$ cat config.mk
export PLATFORM = sky130hd
export DESIGN_NAME = positional_array_list
export DESIGN_NICKNAME = d
export VERILOG_FILES = /design/src/hdl/pal_pkg.sv /design/src/hdl/pal_mem.sv /design/src/hdl/pal_ctrl.sv /design/src/hdl/positional_array_list.sv
export VERILOG_INCLUDE_DIRS = /design/src /design/src/hdl
export SDC_FILE = /design/constraint.sdc
export NUM_CORES = 1
export LEC_CHECK = 0
export ABC_AREA = 1
export CAP_MARGIN = 25
export CORE_MARGIN = 10
export CORE_UTILIZATION = 40
export CTS_CLUSTER_DIAMETER = 50
export DETAILED_ROUTE_END_ITERATION = 8
export DONT_BUFFER_PORTS = 1
export PLACE_DENSITY = 0.54
export SYNTH_ARGS = -nofsm -noshare
export SYNTH_HDL_FRONTEND = slang
export SYNTH_HIERARCHICAL = 1
export SYNTH_SLANG_ARGS = --single-unit
$ cat constraint.sdc
create_clock -name clk_i -period 6.8 [get_ports clk_i]
set_clock_uncertainty 0.15 [all_clocks]
set_input_delay 0.34 -clock clk_i [delete_from_list [all_inputs] [get_ports clk_i]]
set_output_delay 0.34 -clock clk_i [all_outputs]
set_load 0.1 [all_outputs]
$ cat src/hdl/positional_array_list_assert.svh
// Assertion macros for the positional array list RTL.
// Used by the modules that carry concurrent checks; clocked on clk_i, reset by rst_ni.
`ifndef POSITIONAL_ARRAY_LIST_ASSERT_SVH
`define POSITIONAL_ARRAY_LIST_ASSERT_SVH
`ifndef ASSERT_OFF
// property that must hold at every edge out of reset
`define PAL_ASSERT(lbl, prop, msg) \
  lbl: assert property (@(posedge clk_i) disable iff (!rst_ni) prop) else $error(msg);
// condition that must never be seen out of reset
`define PAL_ASSERT_NEVER(lbl, cond, msg) \
  lbl: assert property (@(posedge clk_i) disable iff (!rst_ni) !(cond)) else $error(msg);
`else
`define PAL_ASSERT(lbl, prop, msg)
`define PAL_ASSERT_NEVER(lbl, cond, msg)
`endif
`endif

$ cat src/hdl/pal_pkg.sv
// Shared types and constants for the positional array list.
// No dependencies; imported by pal_ctrl and positional_array_list.
package pal_pkg;

  localparam int unsigned DataW = 32;
  localparam int unsigned PosW  = 4;
  localparam int unsigned ActW  = 2;

  // action codes
  localparam logic [ActW-1:0] ACT_INSERT = 2'd0;
  localparam logic [ActW-1:0] ACT_DELETE = 2'd1;
  localparam logic [ActW-1:0] ACT_LOCATE = 2'd2;

  // one command transaction
  typedef struct packed {
    logic [ActW-1:0]         action;
    logic [PosW-1:0]         position;
    logic signed [DataW-1:0] item_value;
  } pal_cmd_t;

  // one result transaction
  typedef struct packed {
    logic                    success;
    logic signed [DataW-1:0] removed_value;
    logic [PosW-1:0]         found_position;
    logic [PosW-1:0]         list_length;
  } pal_res_t;

endpackage

$ cat src/hdl/pal_mem.sv
// Entry store of the positional array list: one write port, one read port.
// Read data is registered. Uses no package.
module pal_mem #(
  parameter int unsigned Depth = 8,
  parameter int unsigned Width = 32,
  localparam int unsigned AddrW = $clog2(Depth)
) (
  input  logic             clk_i,
  input  logic             we_i,
  input  logic [AddrW-1:0] waddr_i,
  input  logic [Width-1:0] wdata_i,
  input  logic             re_i,
  input  logic [AddrW-1:0] raddr_i,
  output logic [Width-1:0] rdata_o
);

  logic [Width-1:0] mem_q [Depth];
  logic [Width-1:0] rdata_q;

  // write port
  always_ff @(posedge clk_i) begin
    if (we_i) begin
      mem_q[waddr_i] <= wdata_i;
    end
  end

  // registered read port
  always_ff @(posedge clk_i) begin
    if (re_i) begin
      rdata_q <= mem_q[raddr_i];
    end
  end

  assign rdata_o = rdata_q;

endmodule

$ cat src/hdl/pal_ctrl.sv
// Sequencer of the positional array list: range checks, shift loops and the
// linear search, all through one shared index decrement and increment and one word compare.
// Depends on pal_pkg and the assertion macro header.
`include "positional_array_list_assert.svh"

module pal_ctrl #(
  parameter int unsigned Capacity = 8,
  localparam int unsigned CntW  = $clog2(Capacity + 1),
  localparam int unsigned AddrW = $clog2(Capacity)
) (
  input  logic                  clk_i,
  input  logic                  rst_ni,
  input  logic                  go_i,
  input  pal_pkg::pal_cmd_t     cmd_i,
  output logic                  busy_o,
  output logic                  fin_o,
  output pal_pkg::pal_res_t     res_o,
  output logic                  mem_we_o,
  output logic [AddrW-1:0]      mem_waddr_o,
  output logic [pal_pkg::DataW-1:0] mem_wdata_o,
  output logic                  mem_re_o,
  output logic [AddrW-1:0]      mem_raddr_o,
  input  logic [pal_pkg::DataW-1:0] mem_rdata_i
);
  import pal_pkg::*;

  localparam int unsigned CmpW = ((CntW > PosW) ? CntW : PosW) + 1;
  localparam logic [CmpW-1:0] CapW = CmpW'(Capacity);

  localparam logic [3:0] ST_IDLE    = 4'd0;
  localparam logic [3:0] ST_DECODE  = 4'd1;
  localparam logic [3:0] ST_RD      = 4'd2;
  localparam logic [3:0] ST_INS_WR  = 4'd3;
  localparam logic [3:0] ST_INS_PUT = 4'd4;
  localparam logic [3:0] ST_DEL_RD0 = 4'd5;
  localparam logic [3:0] ST_DEL_CAP = 4'd6;
  localparam logic [3:0] ST_DEL_WR  = 4'd7;
  localparam logic [3:0] ST_LOC_CMP = 4'd8;
  localparam logic [3:0] ST_DONE    = 4'd9;

  logic [3:0]       state_q, state_d;
  logic [CntW-1:0]  idx_q, idx_d;
  logic [CntW-1:0]  count_q, count_d;
  logic             ok_q, ok_d;
  logic [PosW-1:0]  found_q, found_d;
  logic [DataW-1:0] removed_q, removed_d;

  logic [CmpW-1:0]  pos_w, cnt_w, idx_w;
  logic [CntW-1:0]  idx_dn, idx_up, raddr_sel;
  logic             ins_ok, del_ok, hit;
  logic             wr_phase;

  // widened operands for the range checks
  assign pos_w = CmpW'(cmd_i.position);
  assign cnt_w = CmpW'(count_q);
  assign idx_w = CmpW'(idx_q);

  assign ins_ok = (pos_w != '0) && (pos_w <= cnt_w + CmpW'(1)) && (cnt_w < CapW);
  assign del_ok = (pos_w != '0) && (pos_w <= cnt_w);

  // shared index decrement and increment, and word compare
  assign idx_dn = idx_q - CntW'(1);
  assign idx_up = idx_q + CntW'(1);
  assign hit    = (mem_rdata_i == DataW'(cmd_i.item_value));

  // read address: the entry below for insert, above for delete, in place otherwise
  always_comb begin
    raddr_sel = idx_q;
    if (state_q == ST_RD) begin
      case (cmd_i.action)
        ACT_INSERT: raddr_sel = idx_dn;
        ACT_DELETE: raddr_sel = idx_up;
        default:    raddr_sel = idx_q;
      endcase
    end
  end

  assign mem_re_o    = (state_q == ST_RD) || (state_q == ST_DEL_RD0);
  assign mem_raddr_o = raddr_sel[AddrW-1:0];

  // write port: shifted words, or the new word at its position
  always_comb begin
    mem_we_o    = 1'b0;
    mem_waddr_o = idx_q[AddrW-1:0];
    mem_wdata_o = mem_rdata_i;
    case (state_q)
      ST_INS_WR, ST_DEL_WR: begin
        mem_we_o = 1'b1;
      end
      ST_INS_PUT: begin
        mem_we_o    = 1'b1;
        mem_waddr_o = AddrW'(pos_w - CmpW'(1));
        mem_wdata_o = DataW'(cmd_i.item_value);
      end
      default: begin
        mem_we_o = 1'b0;
      end
    endcase
  end

  // sequencer
  always_comb begin
    state_d   = state_q;
    idx_d     = idx_q;
    count_d   = count_q;
    ok_d      = ok_q;
    found_d   = found_q;
    removed_d = removed_q;
    case (state_q)
      ST_IDLE: begin
        if (go_i) begin
          state_d = ST_DECODE;
        end
      end
      ST_DECODE: begin
        ok_d      = 1'b0;
        found_d   = '0;
        removed_d = '0;
        state_d   = ST_DONE;
        case (cmd_i.action)
          ACT_INSERT: begin
            if (ins_ok) begin
              idx_d   = count_q;
              state_d = (cnt_w >= pos_w) ? ST_RD : ST_INS_PUT;
            end
          end
          ACT_DELETE: begin
            if (del_ok) begin
              idx_d   = CntW'(pos_w - CmpW'(1));
              state_d = ST_DEL_RD0;
            end
          end
          ACT_LOCATE: begin
            if (count_q != '0) begin
              idx_d   = '0;
              state_d = ST_RD;
            end
          end
          default: state_d = ST_DONE;
        endcase
      end
      ST_RD: begin
        case (cmd_i.action)
          ACT_INSERT: state_d = ST_INS_WR;
          ACT_DELETE: state_d = ST_DEL_WR;
          default:    state_d = ST_LOC_CMP;
        endcase
      end
      ST_INS_WR: begin
        idx_d   = idx_dn;
        state_d = (idx_w > pos_w) ? ST_RD : ST_INS_PUT;
      end
      ST_INS_PUT: begin
        count_d = count_q + CntW'(1);
        ok_d    = 1'b1;
        state_d = ST_DONE;
      end
      ST_DEL_RD0: begin
        state_d = ST_DEL_CAP;
      end
      ST_DEL_CAP: begin
        removed_d = mem_rdata_i;
        ok_d      = 1'b1;
        if (idx_w + CmpW'(1) < cnt_w) begin
          state_d = ST_RD;
        end else begin
          count_d = count_q - CntW'(1);
          state_d = ST_DONE;
        end
      end
      ST_DEL_WR: begin
        idx_d = idx_up;
        if (idx_w + CmpW'(2) < cnt_w) begin
          state_d = ST_RD;
        end else begin
          count_d = count_q - CntW'(1);
          state_d = ST_DONE;
        end
      end
      ST_LOC_CMP: begin
        if (hit) begin
          ok_d    = 1'b1;
          found_d = PosW'(idx_w + CmpW'(1));
          state_d = ST_DONE;
        end else if (idx_w + CmpW'(1) < cnt_w) begin
          idx_d   = idx_up;
          state_d = ST_RD;
        end else begin
          state_d = ST_DONE;
        end
      end
      ST_DONE: begin
        state_d = ST_IDLE;
      end
      default: state_d = ST_IDLE;
    endcase
  end

  // control state
  always_ff @(posedge clk_i or negedge rst_ni) begin
    if (!rst_ni) begin
      state_q <= ST_IDLE;
      count_q <= '0;
    end else begin
      state_q <= state_d;
      count_q <= count_d;
    end
  end

  // working registers
  always_ff @(posedge clk_i) begin
    idx_q     <= idx_d;
    ok_q      <= ok_d;
    found_q   <= found_d;
    removed_q <= removed_d;
  end

  assign busy_o = (state_q != ST_IDLE);
  assign fin_o  = (state_q == ST_DONE);

  assign res_o.success        = ok_q;
  assign res_o.removed_value  = removed_q;
  assign res_o.found_position = found_q;
  assign res_o.list_length    = PosW'(count_q);

  // states that may write the store
  assign wr_phase = (state_q == ST_INS_WR) || (state_q == ST_INS_PUT) || (state_q == ST_DEL_WR);

  // checks
  `PAL_ASSERT_NEVER(a_cnt_bound, CmpW'(count_q) > CapW, "list length above capacity")
  `PAL_ASSERT(a_we_state, mem_we_o |-> wr_phase, "store written outside a shift or put")
  `PAL_ASSERT(a_idle_cnt, (state_q == ST_IDLE) |=> $stable(count_q), "length changed in idle")
  `PAL_ASSERT(a_done_idle, (state_q == ST_DONE) |=> (state_q == ST_IDLE), "done without idle")

endmodule

$ cat src/hdl/positional_array_list.sv
// Top level of the positional array list: command capture, result register,
// sequencer and entry store. Depends on pal_pkg, pal_ctrl and pal_mem.
//
//   channel  | handshake          | payload
//   ---------+--------------------+--------------------------
//   command  | start / busy       | cmd_i  (pal_pkg::pal_cmd_t)
//   result   | done_o strobe      | res_o  (pal_pkg::pal_res_t)
//
// One transaction at a time; the store has one write port and a registered read port,
// so each shifted or searched entry takes a read state and then a write or compare
// state of the sequencer. done_o is registered from the sequencer's done state.
// Reset clears the length; entry contents are not cleared and are never read unwritten.
// Results are not back-pressured: done_o is high for exactly one cycle.
module positional_array_list #(
  parameter int unsigned CAPACITY = 8
) (
  input  logic              clk_i,
  input  logic              rst_ni,
  input  logic              start,
  output logic              busy,
  input  pal_pkg::pal_cmd_t cmd_i,
  output logic              done_o,
  output pal_pkg::pal_res_t res_o
);
  import pal_pkg::*;

  localparam int unsigned AddrW = $clog2(CAPACITY);

  logic             accept;
  logic             ctrl_busy, ctrl_fin;
  pal_cmd_t         cmd_q;
  pal_res_t         ctrl_res, res_q;
  logic             done_q;
  logic             mem_we, mem_re;
  logic [AddrW-1:0] mem_waddr, mem_raddr;
  logic [DataW-1:0] mem_wdata, mem_rdata;

  assign accept = start && !ctrl_busy;
  assign busy   = ctrl_busy;

  // hold the command for the length of the transaction
  always_ff @(posedge clk_i) begin
    if (accept) begin
      cmd_q <= cmd_i;
    end
  end

  // result strobe and payload
  always_ff @(posedge clk_i or negedge rst_ni) begin
    if (!rst_ni) begin
      done_q <= 1'b0;
    end else begin
      done_q <= ctrl_fin;
    end
  end

  always_ff @(posedge clk_i) begin
    if (ctrl_fin) begin
      res_q <= ctrl_res;
    end
  end

  assign done_o = done_q;
  assign res_o  = res_q;

  pal_ctrl #(
    .Capacity (CAPACITY)
  ) u_ctrl (
    .clk_i       (clk_i),
    .rst_ni      (rst_ni),
    .go_i        (accept),
    .cmd_i       (cmd_q),
    .busy_o      (ctrl_busy),
    .fin_o       (ctrl_fin),
    .res_o       (ctrl_res),
    .mem_we_o    (mem_we),
    .mem_waddr_o (mem_waddr),
    .mem_wdata_o (mem_wdata),
    .mem_re_o    (mem_re),
    .mem_raddr_o (mem_raddr),
    .mem_rdata_i (mem_rdata)
  );

  pal_mem #(
    .Depth (CAPACITY),
    .Width (DataW)
  ) u_mem (
    .clk_i   (clk_i),
    .we_i    (mem_we),
    .waddr_i (mem_waddr),
    .wdata_i (mem_wdata),
    .re_i    (mem_re),
    .raddr_i (mem_raddr),
    .rdata_o (mem_rdata)
  );

endmodule

==> results of run 1 <==
==> kinds of logic after synthesis <==
| family | after synthesis | share of synthesized area [%] |
|---|---|---|
| AO/OA/AOI/OAI | 67 | 1.93 |
| XOR/XNOR | 29 | 1.36 |
| adder cells (fa/ha/maj) | 34 | 2.32 |
| buffers and inverters | 427 | 9.38 |
| flip-flops | 417 | 66.7 |
| multiplexers | 1 | 0.0803 |
| AND/OR/NAND/NOR | 826 | 18.2 |
==> cells in the final DEF (no fill, tap or decap), drive strengths merged, types with 2 or more instances in the layout <==
master	synthesis	final
nand2	579	579
nand3	157	157
o211ai	2	2
clkinvlp	0	2
dfrtp	9	9
a21oi	6	6
inv	366	369
nand4	4	4
ha	33	33
clkinv	1	17
a21o	2	2
xor2	7	7
bufinv	0	7
nor2	80	80
xnor2	22	22
o21ai	49	49
o22ai	7	7
edfxtp	408	408
buf	53	24
dlygate4sd3	0	40
clkbuf	7	62
nor3	4	4
==> final cells by class <==
cell class	count	share of cell area (%)
Clock inverter	28	1.55
Multi-Input combinational cell	957	21.1
Clock buffer	61	6.12
Tap cell	607	3.54
Timing Repair Buffer	65	3.08
Inverter	367	6.42
Sequential cell	417	58.1
==> Yosys cell counts, drive strengths merged <==
master	number
clkinv	1
a21oi	6
inv	366
or2	1
fa	1
ha	33
clkbuf	7
edfxtp	408
o211ai	2
nand3	157
nand3b	1
xor2	7
buf	53
mux2	1
a21o	2
nor3	4
nor2	80
o22ai	7
dfrtp	9
a211oi	1
nand2	579
nand4	4
xnor2	22
o21ai	49
==> timing repair <==
item	in CTS	in global routing
hold buffers	40	0
hold endpoints to repair	47	0
endpoints found under the setup margin	0	0
==> per-stage QoR <==
step                      std cells  hold WS (ps)  util (%)
after floorplan                1801          -106         -
after global placement         2366          -105      41.6
after global routing           2502           224      46.3
after CTS                      2498           200      46.1
final                          2502           234      46.3
after detailed placement       2369          -105      41.7
==> registers in the layout, indices dropped and copies added (netlist names) <==
register	flops
cmd_q	38
done_o	1
res_o	41
u_ctrl/count_q	4
u_ctrl/found_q	4
u_ctrl/idx_q	4
u_ctrl/ok_q	1
u_ctrl/removed_q	32
u_ctrl/state_q	4
u_mem/mem_q	256
u_mem/rdata_o	32
==> where the power goes <==
group	total [mW]	internal [mW]	leakage (nW)	switching (mW)
Clock	2.66	1.64	0.799	1.02
Sequential	4.06	3.53	3.84	0.530
Combinational	2.87	0.845	4.62	2.03
Total	9.60	6.01	9.26	3.58
==> path summary, 6_finish.rpt <==
check                                     to  depth (start not counted)                 start  slack (ps)
setup / recovery           u_mem/rdata_o[24]                         15             cmd_q[36]        2920
hold / removal                      cmd_q[4]                          1              cmd_i[4]         230
setup reg to reg           u_mem/rdata_o[24]                         15             cmd_q[36]        2920
hold reg to reg                    res_o[28]                          0  u_ctrl/removed_q[20]         270
max in group asynchronous  u_ctrl/state_q[1]                          2                rst_ni        5580
min in group asynchronous  u_ctrl/state_q[0]                          2                rst_ni         580
==> critical path, cell delays in order, from the launching register on <==
cell,delay [ps]
edfxtp_1,450
inv_1,120
ha_1,240
nor2_1,90
inv_1,90
nand2_2,130
xor2_4,180
buf_4,300
inv_2,530
buf_4,590
buf_12,300
nand2_1,100
nand3_1,90
nand2_1,70
nand2_1,60
nand2_1,70
==> layer usage <==
metal	share of wire, %	routed length, um	vias to the layer above	track usage, %
met4	2.4	976	0	4.98
met1	44	18400	5518	18.5
met3	5.0	2070	72	2.79
li1	-	-	5837	-
met2	48	20000	240	25.1
met5	0	0	-	0
==> qor.csv, run 1 <==
stage;metric;value;unit
status;status;completed;
worst_setup_path;Worst Setup End Kind;flip-flop;
routing;via/cell ratio;4.66;
clocking;Clock Path Buffers;3;
placed_design;Post-DP HPWL;24000;um
sta;post-route minimum period;3880;ps
floorplan;core area;0.0464;sq mm
power;worst IR drop on VDD;308;uV
clocking;H-tree depth reported by CTS;2;
logic_synthesis;Cell Area, Synth;0.0187;sq mm
sta;final setup fails;0;
sta;max-slew violation count;0;
hold_path;HP Class;primary input to flip-flop;
power;Power, Total;9.60;mW
power;Leakage;9.26;nW
logic_synthesis;Synth area leaders;edfxtp_1 66%, nand2_1 12%, inv_1 6.8%, nand3_1 4.1%, ha_1 2.2%;
worst_setup_path;crit path kind;flip-flop to flip-flop;
global_route;initial antenna violation count;0;
global_route;grt total ovfl;0;
clocking;Inserted Clock Buffers;49;
finish;# diodes;0;
routing;1st-pass router iterations;5;
logic_synthesis;syn avg cell area;10.4;sq um
global_route;vias in the first global route;11600;
clocking;post-CTS setup buffers;0;
sta;RSZ-0062 raised after global routing;no;
logic_synthesis;post-synthesis sequential area ratio;66.7;%
sta;Tightest Pin Transition;936;ps
clocking;clock sink total;417;
sta;Total Negative Setup Slacks;0;ps
placed_design;Placed Area;0.0193;sq mm
logic_synthesis;synthesis-stage register bit count;417;
floorplan;Site Rows;79;
clocking;worst-skew pair later-pin latency;580;ps
finish;Reg area;0.0125;sq mm
finish;Multi-input gate area;0.00454;sq mm
clocking;TritonCTS clock tree;done;
routing;drt first-iter violations;594;
global_route;pin count of the biggest net entering global routing;97;
worst_setup_path;Crit Path Max Fanout;52;
floorplan;Initial Utilization;40.3;%
sta;worst setup margin;2920;ps
run;number of max-cap violations;0;
routing;drt wl/cell;16.6;um
logic_synthesis;Yosys top cell area share;65.5;%
logic_synthesis;synthesized instance count;1801;
worst_setup_path;CP required;6980;ps
floorplan;Die Width;236;um
finish;Finished Cell Area;0.0215;sq mm
finish;area growth from synthesis to layout;14.8;%
placed_design;worst slack at placement;2840;ps
logic_synthesis;synth unique cells;36;
routing;via count;11700;
routing;Post-DRT Antenna Nets;0;
finish;fill cell count;4159;
placed_design;I/O Buffers;0;
sta;Final Cycle Share;57.1;%
finish;final-stage net count;1932;
global_route;first-pass GRT wire length;64700;um
sta;Peak Freq;257;MHz
placed_design;placer congestion estimate;0.839;
routing;post-route DRC violation count;0;
clocking;CTS Root Cell;clkbuf_16;
worst_setup_path;crit path DAT;4060;ps
finish;layout cells sized above 1;8.23;%
logic_synthesis;Ys Warns;6;
floorplan;Ports;84;
power;PD cells;447;mW/mm^2
sta;Worst slew margin;37.7;%
logic_synthesis;Post-Syn Nets;1876;
sta;Hold Fails Final Rpt;0;
worst_setup_path;CP Launch Type;flip-flop;
routing;wirelength, routed;41400;um
logic_synthesis;Synth area leader;edfxtp_1;
floorplan;die height;236;um
floorplan;area of the die;0.0558;sq mm
clocking;post-cts resize count;0;
clocking;Worst-path clk slew;60;ps
global_route;Tot GR Track Use;14.7;%
Power figures use the tool's default switching activity.
==> inputs of run 2 (changes only) <==
clock period = 3.95 ns   (was 6.8 ns; I/O delays follow)
==> run 2 against run 1 <==
Net effect: global-route usage is 0.38 points higher; sequential power is 72% higher; clock-buffer cell count is 9 lower; largest cell class unchanged; critical endpoint is now u_mem/mem_q[4][25]; non-clock buffer count is 4 higher; worst hold slack worse by 140 ps; critical path depth is 7 lower; cell count is 0.12% higher; combinational power is 75% higher.
==> qor.csv, run 2 (synthesis results as in run 1) <==
stage;metric;value;unit;change
sta;post-route minimum period;2990;ps;-895 ps
sta;final setup fails;0;;unchanged
clocking;clock sink total;417;;unchanged
finish;final-stage net count;1935;;+0.16%
finish;layout cells sized above 1;8.38;%;+0.15 points
floorplan;die height;236;um;unchanged
routing;wirelength, routed;42300;um;+2.1%
finish;most frequent cells in the layout;575 x nand2_1, 408 x edfxtp_1, 340 x inv_1, 154 x nand3_1, 64 x nor2_1;;
worst_setup_path;CP Launch Type;flip-flop;;
routing;via/cell ratio;4.67;;about the same
power;Reg power frac;42.3;%;about the same
routing;Post-DRT Antenna Nets;0;;unchanged
worst_setup_path;crit path DAT;3110;ps;-950 ps
global_route;Tot GR Track Use;15.1;%;+0.38 points
worst_setup_path;crit path kind;flip-flop to flip-flop;;
power;Logic pwr share;30.4;%;+0.5 points
power;Switching Share;37.8;%;+0.51 points
power;power share of the clock group;27.3;%;-0.4 points
worst_setup_path;Crit Path Max Fanout;20;;-62%
sta;max-slew violation count;0;;unchanged
placed_design;placed cell count;2377;;+0.34%
sta;Tightest Pin Transition;973;ps;+36.6 ps
routing;post-route DRC violation count;0;;unchanged
routing;1st-pass router iterations;5;;unchanged
run;number of max-cap violations;0;;unchanged
worst_setup_path;Crit path max-delay family;simple AND/OR/NAND/NOR gates;;
clocking;CTS Root Cell;clkbuf_16;;
hold_path;HP Class;primary input to flip-flop;;
finish;fill cell count;4202;;+1.0%
clocking;CTS Hold Buffers Added;40;;unchanged
clocking;post-CTS setup buffers;0;;unchanged
sta;Hold Fails Final Rpt;0;;unchanged
global_route;grt total ovfl;0;;unchanged
worst_setup_path;slowest stage cell, crit path;nor2_2;;
finish;Final Util;46.3;%;about the same
worst_setup_path;max incr delay on CP;500;ps;-90 ps
clocking;Clock Path Buffers;3;;unchanged
routing;drt first-iter violations;717;;+21%
clocking;Inserted Clock Buffers;48;;-2.0%
sta;RSZ-0062 raised after global routing;no;;
worst_setup_path;crit path cell chain;nor2_2 -> inv_2 -> nor2_4 -> inv_2 -> o21ai_1 -> nand2_1 -> nor2_2 -> buf_12;;
worst_setup_path;CP bufs+invs;3;;-3
routing;drt wl/cell;16.9;um;+1.9%
sta;Peak Freq;335;MHz;+30%
clocking;post-cts resize count;0;;unchanged
finish;area growth from synthesis to layout;14.8;%;about the same
sta;Worst slew margin;35.3;%;-2.4 points
power;Leakage;9.28;nW;+0.15%
power;PD cells;771;mW/mm^2;+72%
placed_design;Placed Area;0.0194;sq mm;+0.54%
finish;Finished Cell Area;0.0215;sq mm;about the same
finish;commonest non-fill, non-tap cell in the layout;nand2_1;;
power;NetSw;6.26;mW;+75%
sta;Total Negative Setup Slacks;0;ps;unchanged
clocking;H-tree depth reported by CTS;2;;unchanged
power;internal power;10.3;mW;+71%
global_route;vias in the first global route;11500;;-0.66%
floorplan;Ports;84;;unchanged
sta;worst setup margin;961;ps;-1950 ps
floorplan;Die Width;236;um;unchanged
power;worst IR drop on VDD;567;uV;+84%
finish;post-route insts no fill;2505;;+0.12%
global_route;pin count of the biggest net entering global routing;129;;+33%
finish;# diodes;0;;unchanged
status;status;completed;;
floorplan;Site Rows;79;;unchanged
placed_design;worst slack at placement;977;ps;-1870 ps
worst_setup_path;CP required;4070;ps;-2910 ps
clocking;TritonCTS clock tree;done;;
finish;Top reg by flops;u_mem/mem_q;;
floorplan;core area;0.0464;sq mm;unchanged
placed_design;I/O Buffers;0;;unchanged
floorplan;area of the die;0.0558;sq mm;unchanged
global_route;initial antenna violation count;0;;unchanged
placed_design;Post-DP HPWL;24400;um;+1.9%
routing;via count;11700;;+0.21%
global_route;first-pass GRT wire length;66400;um;+2.7%
worst_setup_path;Worst Setup End Kind;flip-flop;;
finish;max FFs per register;256;;unchanged
floorplan;Initial Utilization;40.3;%;unchanged
clocking;Worst-path clk slew;60;ps;about the same
clocking;worst-skew pair later-pin latency;580;ps;about the same
sta;Final Cycle Share;75.7;%;+19 points
placed_design;placer congestion estimate;0.853;;+1.7%
-- run 2: changes by cell type in the layout (fill, tap and decap cells not counted), sizes merged --
cell	before	now
buf	24	29
clkbuf	62	52
clkinv	17	22
clkinvlp	2	1
inv	369	373
-- run 2: power by group through the flow --
stage                     Clock [mW]  Combinational [mW]  Sequential, mW
after CTS                       4.65                5.12            7.01
after global routing            4.81                5.76            7.07
after detailed placement           0                5.07            7.09
after global placement             0                5.00            7.08
final                           4.52                5.03            6.99
after floorplan                    0                3.69            6.98
-- run 2: worst paths after layout --
path	startpoint	endpoint	slack, ps	depth (start not counted)
hold reg to reg	u_ctrl/removed_q[16]	res_o[24]	270	0
max in group asynchronous	rst_ni	u_ctrl/count_q[0]	2840	2
setup / recovery	u_ctrl/state_q[3]	u_mem/mem_q[4][25]	960	8
hold / removal	cmd_i[1]	cmd_q[1]	90	1
setup reg to reg	u_ctrl/state_q[3]	u_mem/mem_q[4][25]	960	8
min in group asynchronous	rst_ni	u_ctrl/state_q[1]	450	2
-- run 2: layer usage --
metal	vias up	global-route usage (%)	routed length [um]
met4	0	5.10	1030
met1	5526	19.3	18700
met2	235	25.6	20600
met5	-	0	0
met3	73	2.63	1950
li1	5858	-	-
-- run 2: metrics by stage --
step | hold slack (ps) | power [mW]
after global routing | 72.8 | 17.6
after floorplan | -248 | 10.7
after detailed placement | -248 | 12.2
final | 91.1 | 16.5
after global placement | -248 | 12.1
after CTS | 53.1 | 16.8
-- run 2: final cells by class --
type	count	area, sq um	area share [%]
flip-flops and latches	417	12500	58.1
multi-input cells	957	4540	21.1
inverters	367	1380	6.42
clock buffers	52	1240	5.77
well taps	607	759	3.54
repair buffers	69	693	3.23
clock inverters	36	378	1.76
==> inputs of run 3 (changes only) <==
PLACE_DENSITY = 0.56   (was 0.54)
clock period = 2.45 ns   (was 3.95 ns; I/O delays follow)
==> run 3 against run 2 <==
Net effect: fmax is 25% higher; power is 81% higher; critical path depth is 5 higher; core utilization is 4.5 points higher; non-clock buffer count is 136 higher; via count is 7.6% higher; sequential power is 60% higher; sequential cell count stayed put; cell count is 5.5% higher; combinational power is 120% higher; largest cell class unchanged; highest routed layer unchanged.
==> qor.csv, run 3 (synthesis results as in run 1) <==
stage;metric;value;unit;change
status;status;completed;;
routing;via/cell ratio;4.76;;+1.9%
clocking;TritonCTS clock tree;done;;
clocking;worst-skew pair later-pin latency;590;ps;about the same
routing;post-route DRC violation count;0;;unchanged
finish;fill cell count;3998;;-4.9%
finish;post-route insts no fill;2644;;+5.5%
finish;most frequent cells in the layout;566 x nand2_1, 408 x edfxtp_1, 333 x inv_1, 146 x nand3_1, 86 x buf_4;;
sta;RSZ-0062 raised after global routing;yes;;
clocking;clock sink total;417;;unchanged
global_route;vias in the first global route;12100;;+5.3%
finish;# diodes;0;;unchanged
clocking;H-tree depth reported by CTS;2;;unchanged
routing;drt wl/cell;18.0;um;+6.8%
worst_setup_path;crit path DAT;2710;ps;-400 ps
finish;Multi-input gate area;0.00484;sq mm;+6.6%
finish;commonest non-fill, non-tap cell in the layout;nand2_1;;
placed_design;Post-DP HPWL;26200;um;+7.4%
worst_setup_path;Worst Setup End Kind;flip-flop;;
floorplan;area of the die;0.0558;sq mm;unchanged
sta;post-route minimum period;2390;ps;-599 ps
global_route;pin count of the biggest net entering global routing;73;;-43%
routing;wirelength, routed;47600;um;+13%
finish;Reg area;0.0125;sq mm;about the same
finish;final-stage net count;2073;;+7.1%
run;number of max-cap violations;0;;unchanged
finish;max FFs per register;256;;unchanged
global_route;met3 Use GR;2.64;%;+0.012 points
global_route;first-pass GRT wire length;68100;um;+2.5%
clocking;Clock Path Buffers;3;;unchanged
routing;1st-pass router iterations;5;;unchanged
clocking;CTS Root Cell;clkbuf_16;;
sta;Tightest Pin Transition;920;ps;-52.9 ps
power;Leakage;10.2;nW;+10%
routing;Post-DRT Antenna Nets;0;;unchanged
floorplan;Initial Utilization;40.3;%;unchanged
global_route;GR Util met2;26.3;%;+0.77 points
worst_setup_path;CP Launch Type;flip-flop;;
sta;Hold Fails Final Rpt;0;;unchanged
floorplan;die height;236;um;unchanged
clocking;Inserted Clock Buffers;50;;+4.2%
placed_design;I/O Buffers;0;;unchanged
placed_design;placed cell count;2450;;+3.1%
hold_path;HP Class;primary input to flip-flop;;
worst_setup_path;Crit Path Max Fanout;4;;-80%
floorplan;Site Rows;79;;unchanged
global_route;Tot GR Track Use;15.5;%;+0.42 points
global_route;GR Util met1;19.5;%;+0.20 points
worst_setup_path;CP required;2770;ps;-1300 ps
finish;Top reg by flops;u_mem/mem_q;;
power;Power, Total;29.9;mW;+81%
floorplan;Ports;84;;unchanged
routing;drt first-iter violations;897;;+25%
global_route;initial antenna violation count;0;;unchanged
global_route;grt total ovfl;0;;unchanged
finish;layout cells sized above 1;15.9;%;+7.5 points
global_route;gr busiest metal;met2;;
worst_setup_path;crit path kind;flip-flop to flip-flop;;
routing;via count;12600;;+7.6%
sta;max-slew violation count;0;;unchanged
power;PD cells;1270;mW/mm^2;+65%
sta;Peak Freq;418;MHz;+25%
power;worst IR drop on VDD;834;uV;+47%
sta;Worst slew margin;38.8;%;+3.5 points
floorplan;core area;0.0464;sq mm;unchanged
finish;Final Util;50.8;%;+4.5 points
sta;Final Cycle Share;97.5;%;+22 points
sta;final setup fails;0;;unchanged
floorplan;Die Width;236;um;unchanged
placed_design;placer congestion estimate;0.840;;-1.5%
clocking;Worst-path clk slew;60;ps;about the same
sta;Total Negative Setup Slacks;0;ps;unchanged
finish;area growth from synthesis to layout;26.0;%;
==> run 3: changes by cell type in the layout (fill, tap and decap cells not counted), moves of 8 or more <==
cell,previous run,this run
nor2_4,5,16
buf_4,23,86
nand2_1,575,566
ha_1,33,24
buf_12,6,29
clkbuf_16,49,65
nand3_1,154,146
buf_6,0,12
dlygate4sd3_1,40,61
==> run 3: power by group <==
| group | switching [mW] | leakage, nW | internal [mW] | total (mW) |
|---|---|---|---|---|
| clock network | 2.98 | 0.809 | 4.53 | 7.51 |
| registers | 1.38 | 3.84 | 9.79 | 11.2 |
| logic | 6.84 | 5.57 | 4.42 | 11.3 |
| total | 11.2 | 10.2 | 18.7 | 29.9 |
==> run 3: critical path: stages (launching register included) <==
cell and delay, ps:
edfxtp_1 490, ha_2 240, buf_4 130, buf_4 120
xor2_1 130, ha_1 300, nand4_1 120, nand3_1 90
nand2_1 80, nand2_1 70, inv_2 40, nand3_1 100
nor2_1 150, nor2_1 50
==> run 3: path summary, 6_finish.rpt <==
check	start	end	slack [ps]	cells past startpoint
max	u_ctrl/idx_q[1]	u_ctrl/state_q[0]	60	13
min	cmd_i[12]	cmd_q[12]	30	1
max reg2reg	u_ctrl/idx_q[1]	u_ctrl/state_q[0]	60	13
min reg2reg	u_ctrl/removed_q[12]	res_o[20]	260	0
max in group asynchronous	rst_ni	u_ctrl/state_q[0]	1390	2
min in group asynchronous	rst_ni	u_ctrl/state_q[3]	380	2
==> run 3: final cells by class <==
| class | instances | area share [%] |
|---|---|---|
| sequential | 417 | 53.0 |
| tap | 607 | 3.23 |
| inverter | 367 | 5.97 |
| clock buffer | 59 | 5.50 |
| multi-input combinational | 957 | 20.5 |
| clock inverter | 32 | 1.57 |
| timing repair buffer | 205 | 10.2 |
==> run 3: metrics by stage <==
stage | worst slack, ps | hold WS [ps] | area, sq um
after floorplan | -17.5 | -323 | 18800
after global placement | -28.6 | -323 | 20300
after detailed placement | -122 | -323 | 20300
after CTS | 3.87 | 0.849 | 22700
after global routing | -59.0 | 14.4 | 23500
final | 60.4 | 26.2 | 23500
==> run 3: what timing repair did <==
action / 4_1_cts / 5_1_grt
hold buffers: 61 / 0
pin swaps: 2 / 21
endpoints found under the setup margin: 11 / 363
cloned: 1 / 21
setup buffers: 3 / 17
resized for setup: 7 / 70
endpoints found under the hold margin: 86 / 0
==> run 3: routing by layer <==
| metal | routed length, um | share of wire, % | vias up |
|---|---|---|---|
| li1 | - | - | 6143 |
| met1 | 20100 | 42 | 6024 |
| met2 | 23500 | 49 | 336 |
| met3 | 2780 | 5.8 | 74 |
| met4 | 1320 | 2.8 | 0 |
| met5 | 0 | 0 | - |
